<file path="src/hw/rtl/mfrb_pkg.sv">
// types and constants shared by the multi fifo ring buffer modules
package mfrb_pkg;

   typedef enum logic [1:0] {
      MODE_INIT  = 2'd0,
      MODE_READ  = 2'd1,
      MODE_WRITE = 2'd2,
      MODE_NOP   = 2'd3
   } mode_type;

   typedef enum logic [1:0] {
      ST_OK    = 2'd0,
      ST_RANGE = 2'd1,
      ST_FULL  = 2'd2,
      ST_EMPTY = 2'd3
   } status_type;

   typedef enum logic [2:0] {
      S_IDLE = 3'b001,
      S_EXEC = 3'b010,
      S_READ = 3'b100
   } state_type;

   typedef struct packed {
      logic capture;
      logic exec;
      logic read_done;
   } cmd_type;

   typedef struct packed {
      logic read_hit;
   } sts_type;

endpackage

</file>
<file path="src/hw/rtl/mfrb_ctrl.sv">
// sequencer for the multi fifo ring buffers: accept, execute, memory read, response strobe
module mfrb_ctrl
   import mfrb_pkg::*;
(
   input  logic    clock,
   input  logic    reset,
   input  logic    start,
   input  sts_type sts,
   output cmd_type cmd,
   output logic    busy,
   output logic    rsp_valid
);

   state_type state_ff, state_in;
   logic      rsp_valid_ff, rsp_valid_in;

   always_comb begin
      state_in = state_ff;
      unique case (state_ff)
         S_IDLE: begin
            if (start) state_in = S_EXEC;
         end
         S_EXEC: begin
            state_in = sts.read_hit ? S_READ : S_IDLE;
         end
         S_READ: begin
            state_in = S_IDLE;
         end
         default: begin
            state_in = S_IDLE;
         end
      endcase
   end

   always_comb begin
      cmd.capture   = (state_ff == S_IDLE) && start;
      cmd.exec      = (state_ff == S_EXEC);
      cmd.read_done = (state_ff == S_READ);
      rsp_valid_in  = (cmd.exec && !sts.read_hit) || cmd.read_done;
   end

   always_ff @(posedge clock) begin
      if (reset) begin
         state_ff     <= S_IDLE;
         rsp_valid_ff <= 1'b0;
      end else begin
         state_ff     <= state_in;
         rsp_valid_ff <= rsp_valid_in;
      end
   end

   assign busy      = (state_ff != S_IDLE);
   assign rsp_valid = rsp_valid_ff;

endmodule

</file>
<file path="config.mk">
export PLATFORM = sky130hd
export DESIGN_NAME = mfrb_ctrl
export DESIGN_NICKNAME = d
export VERILOG_FILES = /design/src/hw/rtl/mfrb_pkg.sv /design/src/hw/rtl/mfrb_ctrl.sv
export SDC_FILE = /design/constraint.sdc
export NUM_CORES = 1
export LEC_CHECK = 0
export BUFFER_PORTS_ARGS = -buffer_cell sky130_fd_sc_hd__buf_2
export CAP_MARGIN = 20
export CORE_AREA = 2 2 39 41
export CTS_CLUSTER_DIAMETER = 40
export DETAILED_ROUTE_END_ITERATION = 7
export DIE_AREA = 0 0 41 43
export SKIP_LAST_GASP = 1
export SYNTH_ARGS = -nofsm -noshare
export SYNTH_HDL_FRONTEND = slang
export SYNTH_SLANG_ARGS = --single-unit
</file>
<file path="constraint.sdc">
create_clock -name clock -period 2.9 [get_ports clock]
set_input_delay 0.145 -clock clock [delete_from_list [all_inputs] [get_ports clock]]
set_output_delay 0.145 -clock clock [all_outputs]
set_load 0.01 [all_outputs]
</file>
==> flow_summary.yaml, run 1 <==
global_route:
  grt_ovf: 0
  largest_net_degree_at_the_start_of_global_routing: 10
  grt_first_pass_wirelength_um: 634
  grt_pass1_vias: 162
  globalRouteTotalUtil: 0.0633
  initial_antenna_violation_count: 0
synth:
  syn-instance-count: 19
  ys_top_cells_by_count: "dfxtp_1, nor2_1, nand2_1, nand3b_1"
  post_synth_xor_area_fraction: 0
  synthMostInstantiatedCell: "dfxtp_1"
  dominantRegCellSynth: "dfxtp_1"
  synth_edf_count: 0
  post-synth-top-area-fraction: 0.457
  synth_sequential_area_ratio: 0.457
  yosys_register_bits: 4
  synth-compound-area-share: 0.0929
  synth_cell_types: 12
  synth_area_leaders: "dfxtp_1, nand3b_1, and4b_2, nor2_1, a211o_1"
  synth_top_family_by_area: "simple AND/OR/NAND/NOR gates"
  adder_cell_area_share_of_the_yosys_netlist: 0
  synth.area.mux_share: 0
  synthArstFlopShare: 0
  synth_top_area_cell: "dfxtp_1"
  mapped_area_um2: 175
  yosys.area_share.simple: 0.450
  postSynthNetCount: 23
  avgSynthCellArea_um2: 9.22
  count_of_yosys_warnings_during_synthesis: 0
drt:
  drt_iter0_markers: 3
  detail_route.drc_violations: 0
  route.detailed.vias_per_inst: 3.98
  detailedRoute.firstPassIterationCount: 2
  drt-wirelength-per-cell_um: 8.13
  route.vias.total: 183
  drt_wl_total_um: 374
  detail-route-antenna-nets: 0
status:
  outcome: "completed"
timing:
  rsz0062_at_grt: "false"
  hold-worst-slack_ps: 109
  layout_min_cycle_time_ps: 1170
  layout_setup_ws_ps: 1730
  layout_worst_path_cycle_share: 0.405
  slew_violations: 0
  tns_ps: 0
  timing.fmax_mhz: 852
  worst_pin_slew_ps: 230
  final-setup-viol-count: 0
  timing_hold_violations_final: 0
  max-slew-margin-rel: 0.846
  fin_worst_skew_ps: 0.775
pwr:
  leakagePower_nw: 0.116
  power.ir.vdd_worst_uv: 184
  power_density_nw_per_um2: 556
clock_network:
  cts_inserted_buffers: 3
  clkSinkCount: 4
  ctsHoldBuffers: 0
  clk_path_buf_depth: 2
  clk_pin_slew_worst_paths_ps: 40
  clock_latency_ps: 230
  cts_htree_levels: 1
  cts-resized-gates: 0
  tritoncts: "yes"
  ctsRootBufferMaster: "clkbuf_4"
  post_cts.repair.setup_buffers: 0
critical_path:
  critical_path.cell_chain: "nor3b_1 -> buf_2"
  slowest_stage: "dfxtp_1"
  longest_individual_stage_delay_on_the_worst_path_ps: 430
  cp-startpoint: "state_ff[1]"
  critical_path_peak_fanout: 9
  timing.critical_path.to_type: "primary output"
  crit_path_start_kind: "flop"
  cp_top_family: "flip-flops"
  critical_path_buf_inv_count: 1
  required_ps: 2760
  criticalPathCategory: "reg -> out"
  reg2reg_from: "state_ff[1]"
  critical_path_arrival_ps: 1030
run:
  max_cap_viol_count: 0
placement:
  post-place-ws_ps: 1910
  io_buffer_count: 8
  gpl.final_weighted_congestion: 0.667
layout:
  fraction_of_layout_instances_using_a_drive_strength_above_1: 0.400
  finalNetCount: 36
  flow.area_growth_from_synthesis_pct: 47.1
  insertedDiodeCount: 0
floorplan:
  pin_count: 9
  die_w_um: 41
  core-area_um2: 1380
  die_height_um: 43
  rows: 14
  initial_core_util: 0.127
  die_area_um2: 1760
hold_path:
  timing.hold.worst.class: "in -> reg"
  hold_path_startpoint: "reset"
## registers in the layout, summed over array words and instances (netlist names)
signal	count
state_ff	3
rsp_valid	1
## power breakdown
group | internal [W] | switching, W
Combinational | 0.00000782 | 0.00000637
Clock | 0.0000462 | 0.0000220
Sequential | 0.0000574 | 0.00000335
## cell families (layout without fill, tap and decap cells)
group                  count (synthesis)  in the layout
AOI/OAI and AO/OA                      2              2
buffers and inverters                  0             11
DFF                                    4              4
and+or+nand+nor                       13             13
## metrics by stage
| stage | power, W | util | std cells | instance area, um2 |
|---|---|---|---|---|
| CTS | 0.000148 | 0.186 | 46 | 258 |
| global route | 0.000157 | 0.186 | 46 | 258 |
| finish | 0.000143 | 0.186 | 46 | 258 |
| detailed placement | 0.0000761 | 0.170 | 43 | 235 |
| global placement | 0.0000760 | 0.170 | 43 | 235 |
| floorplan | 0.0000690 | - | 19 | 175 |
## cells in the final DEF, fill, tap and decap left out, drive strengths merged
cell type	count
dfxtp	4
nor3	1
nand2b	1
or3b	1
buf	8
nand3b	2
a211o	1
nor3b	1
nor2	3
a21boi	1
clkbuf	3
nor4	1
nand2	2
and4b	1
## cell type report
type	instances	area, um2
timing repair buffer	8	40.0
multi-input combinational	15	95.1
sequential	4	80.1
fill	162	1130
clock buffer	3	22.5
tap	16	20.0
## worst paths after layout
| check | to | slack [ps] | depth (start not counted) |
|---|---|---|---|
| max | cmd[1] | 1730 | 2 |
| min | state_ff[1] | 110 | 2 |
| max reg2reg | rsp_valid | 1910 | 2 |
| min reg2reg | state_ff[1] | 540 | 2 |
## routing by layer
| metal | part of all wire | vias to the layer above | wire length [um] | track usage |
|---|---|---|---|---|
| met5 | 0 | - | 0 | 0 |
| met4 | 0 | 0 | 0 | 0.0600 |
| met3 | 0.11 | 0 | 41 | 0.0785 |
| met2 | 0.43 | 7 | 161 | 0.0625 |
| met1 | 0.46 | 82 | 171 | 0.0611 |
| li1 | - | 94 | - | - |
No activity file was read; power rests on OpenSTA's default activity.
==> run 2, diff against run 1 <==
==> constraint.sdc (replaced) <==
create_clock -name clock -period 1.1 [get_ports clock]
set_input_delay 0.055 -clock clock [delete_from_list [all_inputs] [get_ports clock]]
set_output_delay 0.055 -clock clock [all_outputs]
set_load 0.01 [all_outputs]
==> run 2 against run 1 <==
- via count shrank 1.6%
- highest routed layer unchanged
- sequential share of layout area increased by 1.6 points
- global-route usage down 0.50 points
- first-iteration DRC count shrank 100%
- clock power grew to 2.6 times the previous value
- routed wire length increased by 3.7%
- setup slack got worse by 1600 ps
==> flow_summary.yaml, run 2 (synthesized netlist as in run 1, its figures left out) <==
status:
  outcome: "completed"
drt:
  drt-wirelength-per-cell_um: 8.43
  detail-route-antenna-nets: 0
  detailedRoute.firstPassIterationCount: 1
  drt_wl_total_um: 388
  route.vias.total: 180
  drt_iter0_markers: 0
  route.detailed.vias_per_inst: 3.91
  detail_route.drc_violations: 0
global_route:
  grtUsageMet1: 0.0611
  grt_first_pass_wirelength_um: 586
  grt_ovf: 0
  globalRouteTotalUtil: 0.0582
  layer_with_the_highest_usage: "met3"
  grt_pass1_vias: 148
  grt.met3_usage: 0.0838
  global_route.usage.met2: 0.0531
  initial_antenna_violation_count: 0
  largest_net_degree_at_the_start_of_global_routing: 10
timing:
  max-slew-margin-rel: 0.862
  fin_worst_skew_ps: 2.05
  timing_hold_violations_final: 0
  hold-worst-slack_ps: 15.6
  rsz0062_at_grt: "false"
  worst_pin_slew_ps: 206
  layout_min_cycle_time_ps: 999
  layout_setup_ws_ps: 101
  final-setup-viol-count: 0
  layout_worst_path_cycle_share: 0.908
  timing.fmax_mhz: 1000
  tns_ps: 0
  slew_violations: 0
placement:
  io_buffer_count: 8
  gpl.final_weighted_congestion: 0.712
  post-place-ws_ps: 84.2
layout:
  layout.core_utilization: 0.191
  mostFrequentLayoutCell: "buf_2"
  ff_latch_area_um2: 86.3
  insertedDiodeCount: 0
  leading_cell_types_in_the_layout_fill_and_taps_excluded: "buf_2, nor2_1, clkbuf_4"
  regMostFlops: "state_ff"
  fraction_of_layout_instances_using_a_drive_strength_above_1: 0.500
  area_used_by_multi_input_combinational_logic_um2: 95.1
  num-fill-cells: 162
  largest_register_ff_count: 3
  flow.area_growth_from_synthesis_pct: 50.7
  finalNetCount: 36
hold_path:
  worst_hold_path_ep: "state_ff[1]"
  timing.hold.worst.class: "in -> reg"
  hold_path_startpoint: "reset"
  worst_hold_path.num_cells: 2
clock_network:
  clk_path_buf_depth: 2
  ctsHoldBuffers: 0
  ctsRootBufferMaster: "clkbuf_4"
  post_cts.repair.setup_buffers: 0
  cts_htree_levels: 1
  cts_inserted_buffers: 3
  clkSinkCount: 4
  tritoncts: "yes"
  clock_latency_ps: 230
  clk_pin_slew_worst_paths_ps: 30
critical_path:
  reg2reg_setup_slack_ps: 150
  timing.critical_path.to_type: "primary output"
  reg2reg_from: "state_ff[1]"
  required_ps: 1040
  slowest_stage: "dfxtp_2"
  crit-reg2reg-capture: "rsp_valid"
  worstRegToRegCells: 2
  critical_path_peak_fanout: 9
  crit_path_start_kind: "flop"
  longest_individual_stage_delay_on_the_worst_path_ps: 370
  critical_path.cell_chain: "nor3b_1 -> buf_2"
  criticalPathCategory: "reg -> out"
  critical_path_arrival_ps: 940
  critical_path_depth: 2
  critical_path_buf_inv_count: 1
  cp_top_family: "flip-flops"
pwr:
  power_density_nw_per_um2: 1410
  leakagePower_nw: 0.117
  fin_total_pwr_w: 0.000373
  power.ir.vdd_worst_uv: 458
floorplan:
  pin_count: 9
  initial_core_util: 0.127
  die_w_um: 41
  rows: 14
  core-area_um2: 1380
  die_height_um: 43
  die_area_um2: 1760
run:
  max_cap_viol_count: 0
run 2: cell counts in the layout (fill, tap and decap cells not counted):
No cell type changed its count.
run 2: per-stage QoR:
| step | instances | cell area [um2] |
|---|---|---|
| after global routing | 46 | 264 |
| after global placement | 43 | 235 |
| after CTS | 46 | 260 |
| final | 46 | 264 |
| after detailed placement | 43 | 235 |
| after floorplan | 19 | 175 |
run 2: worst register-to-register path: stages (launching register included):
cell      delay [ps]
dfxtp_2          370
or3b_1           350
a21boi_1         150
run 2: worst max-delay path by stage:
stage | endpoint | from
after global placement | rsp_valid | state_ff[1]
after CTS | cmd[0] | state_ff[2]
after global routing | cmd[1] | state_ff[1]
final | cmd[1] | state_ff[1]
after floorplan | rsp_valid | state_ff[1]
after detailed placement | rsp_valid | state_ff[1]
run 2: per-layer routing:
metal | share of wire | routed length, um | vias up
met3 | 0.14 | 55 | 0
met5 | 0 | 0 | -
li1 | - | - | 94
met4 | 0 | 0 | 0
met2 | 0.40 | 154 | 7
met1 | 0.46 | 179 | 79
run 2: cell type report:
| cell class | count | area share |
|---|---|---|
| clock buffer | 3 | 0.0853 |
| multi-input combinational | 15 | 0.360 |
| sequential | 4 | 0.327 |
| tap | 16 | 0.0758 |
| timing repair buffer | 8 | 0.152 |
run 2: power breakdown:
part	switching (W)	leakage [nW]	total, W	internal, W
sequential	0.00000874	0.0336	0.000160	0.000152
combinational	0.0000172	0.0698	0.0000379	0.0000207
clock	0.0000529	0.0138	0.000174	0.000122
run 2: what timing repair did:
item | in CTS | in global routing
gates resized for setup | 2 | 2
pin swaps | 0 | 0
endpoints found under the setup margin | 2 | 2
==> run 3, diff against run 2 <==
--- a/config.mk
+++ b/config.mk
@@ -11,6 +11,7 @@
 export CTS_CLUSTER_DIAMETER = 40
 export DETAILED_ROUTE_END_ITERATION = 7
 export DIE_AREA = 0 0 41 43
+export PLACE_DENSITY_LB_ADDON = 0.25
 export SKIP_LAST_GASP = 1
 export SYNTH_ARGS = -nofsm -noshare
 export SYNTH_HDL_FRONTEND = slang
==> run 3 against run 2 <==
- maximum frequency is 2.7% lower
- power rose by 1.4%
- highest routed layer unchanged
- core utilization is 0.18 points lower
- clock-buffer cell count unchanged
- cell count unchanged
- final area shrank 0.95%
- worst hold slack barely moved
- critical path depth up 1
- combinational power is 1% higher
- first-iteration DRC count up 6
- die area is the same
- via count fell by 1.1%
==> flow_summary.yaml, run 3 (synthesized netlist as in run 1, its figures left out) <==
status:
  outcome: "completed"
drt:
  detailedRoute.firstPassIterationCount: 3
  drt_iter0_markers: 6
  route.detailed.vias_per_inst: 3.87
  drt-wirelength-per-cell_um: 8.22
  route.vias.total: 178
  detail_route.drc_violations: 0
  detail-route-antenna-nets: 0
  drt_wl_total_um: 378
global_route:
  initial_antenna_violation_count: 0
  largest_net_degree_at_the_start_of_global_routing: 10
  grt_first_pass_wirelength_um: 586
  grt_pass1_vias: 142
  globalRouteTotalUtil: 0.0601
  grt_ovf: 0
clock_network:
  tritoncts: "yes"
  clock_latency_ps: 230
  clk_pin_slew_worst_paths_ps: 40
  ctsRootBufferMaster: "clkbuf_4"
  clk_path_buf_depth: 2
  cts_inserted_buffers: 3
  ctsHoldBuffers: 0
  cts_htree_levels: 1
  clkSinkCount: 4
pwr:
  power_density_nw_per_um2: 1440
  leakagePower_nw: 0.117
  power_frac_comb: 0.101
  power.ir.vdd_worst_uv: 499
  switching_power_w: 0.0000828
  flop_pwr_share: 0.427
  power_frac_clock: 0.472
  power.internal_w: 0.000295
  power_switching_share: 0.219
critical_path:
  criticalPathCategory: "reg -> out"
  critical_path_peak_fanout: 7
  reg2reg_from: "state_ff[1]"
  required_ps: 1040
  longest_individual_stage_delay_on_the_worst_path_ps: 370
  slowest_stage: "dfxtp_2"
  critical_path.cell_chain: "nand2_1 -> nor3_1 -> buf_2"
  timing.critical_path.to_type: "primary output"
  critical_path_buf_inv_count: 1
  reg2reg_setup_slack_ps: 170
  worstRegToRegCells: 2
  cp_top_family: "flip-flops"
  critical_path_arrival_ps: 970
  crit_path_start_kind: "flop"
  critical_path_depth: 3
  crit-reg2reg-capture: "rsp_valid"
timing:
  worst_pin_slew_ps: 186
  final-setup-viol-count: 0
  layout_setup_ws_ps: 73.3
  timing.fmax_mhz: 974
  tns_ps: 0
  timing_hold_violations_final: 0
  layout_min_cycle_time_ps: 1030
  slew_violations: 0
  layout_worst_path_cycle_share: 0.933
  rsz0062_at_grt: "true"
  fin_worst_skew_ps: 2.61
  max-slew-margin-rel: 0.875
layout:
  fraction_of_layout_instances_using_a_drive_strength_above_1: 0.500
  mostFrequentLayoutCell: "buf_2"
  finalNetCount: 36
  largest_register_ff_count: 3
  layout.core_utilization: 0.189
  finish.instance_area_um2: 262
  leading_cell_types_in_the_layout_fill_and_taps_excluded: "buf_2, nor2_1, clkbuf_4, dfxtp_2"
  flow.area_growth_from_synthesis_pct: 49.3
  insertedDiodeCount: 0
  regMostFlops: "state_ff"
floorplan:
  die_w_um: 41
  rows: 14
  core-area_um2: 1380
  die_height_um: 43
  pin_count: 9
  initial_core_util: 0.127
  die_area_um2: 1760
hold_path:
  hold_path_startpoint: "reset"
  timing.hold.worst.class: "in -> reg"
  worst_hold_path.num_cells: 2
  worst_hold_path_ep: "state_ff[1]"
placement:
  dp.final_hpwl_um: 279
  gpl.final_weighted_congestion: 0.599
  post-place-ws_ps: 108
  detailed_place.area_um2: 235
  io_buffer_count: 8
run:
  max_cap_viol_count: 0
run 3: timing repair:
action,CTS,global route
setup endpoints to repair,1,3
setup buffers,0,0
resized for setup,1,2
run 3: per-layer routing:
layer	up-vias	global-route usage	wire (um)	part of all wire
li1	94	-	-	-
met1	73	0.0671	187	0.49
met2	11	0.0438	119	0.31
met3	0	0.0838	72	0.19
met4	0	0.0600	0	0
met5	-	0	0	0
run 3: layout make-up:
type | instances | area [um2]
clock buffer | 3 | 22.5
timing repair buffer | 8 | 40.0
fill | 150 | 1120
tap | 16 | 20.0
multi-input combinational | 15 | 95.1
sequential | 4 | 83.8
run 3: through the flow:
step	power, W	hold slack (ps)	std cells
after floorplan	0.000182	132	19
after detailed placement	0.000200	258	43
final	0.000378	16.0	46
after CTS	0.000392	5.96	46
after global placement	0.000201	260	43
after global routing	0.000416	11.3	46
run 3: power groups by stage:
stage	sequential (W)	clock, W	combinational (W)
after floorplan	0.000160	0	0.0000216
final	0.000161	0.000178	0.0000383
after detailed placement	0.000162	0	0.0000380
after CTS	0.000160	0.000193	0.0000386
after global placement	0.000162	0	0.0000389
after global routing	0.000162	0.000212	0.0000430
run 3: worst max-delay path by stage:
stage,start,endpoint,slack (ps)
after floorplan,state_ff[1],rsp_valid,170
after detailed placement,state_ff[1],rsp_valid,110
after global placement,state_ff[1],rsp_valid,110
after global routing,state_ff[0],cmd[2],-40
final,state_ff[0],cmd[2],70
after CTS,state_ff[1],cmd[1],10
run 3: worst register-to-register path: stages (launching register included):
cell and delay, ps:
dfxtp_2 370, or3b_1 350, a21boi_1 130
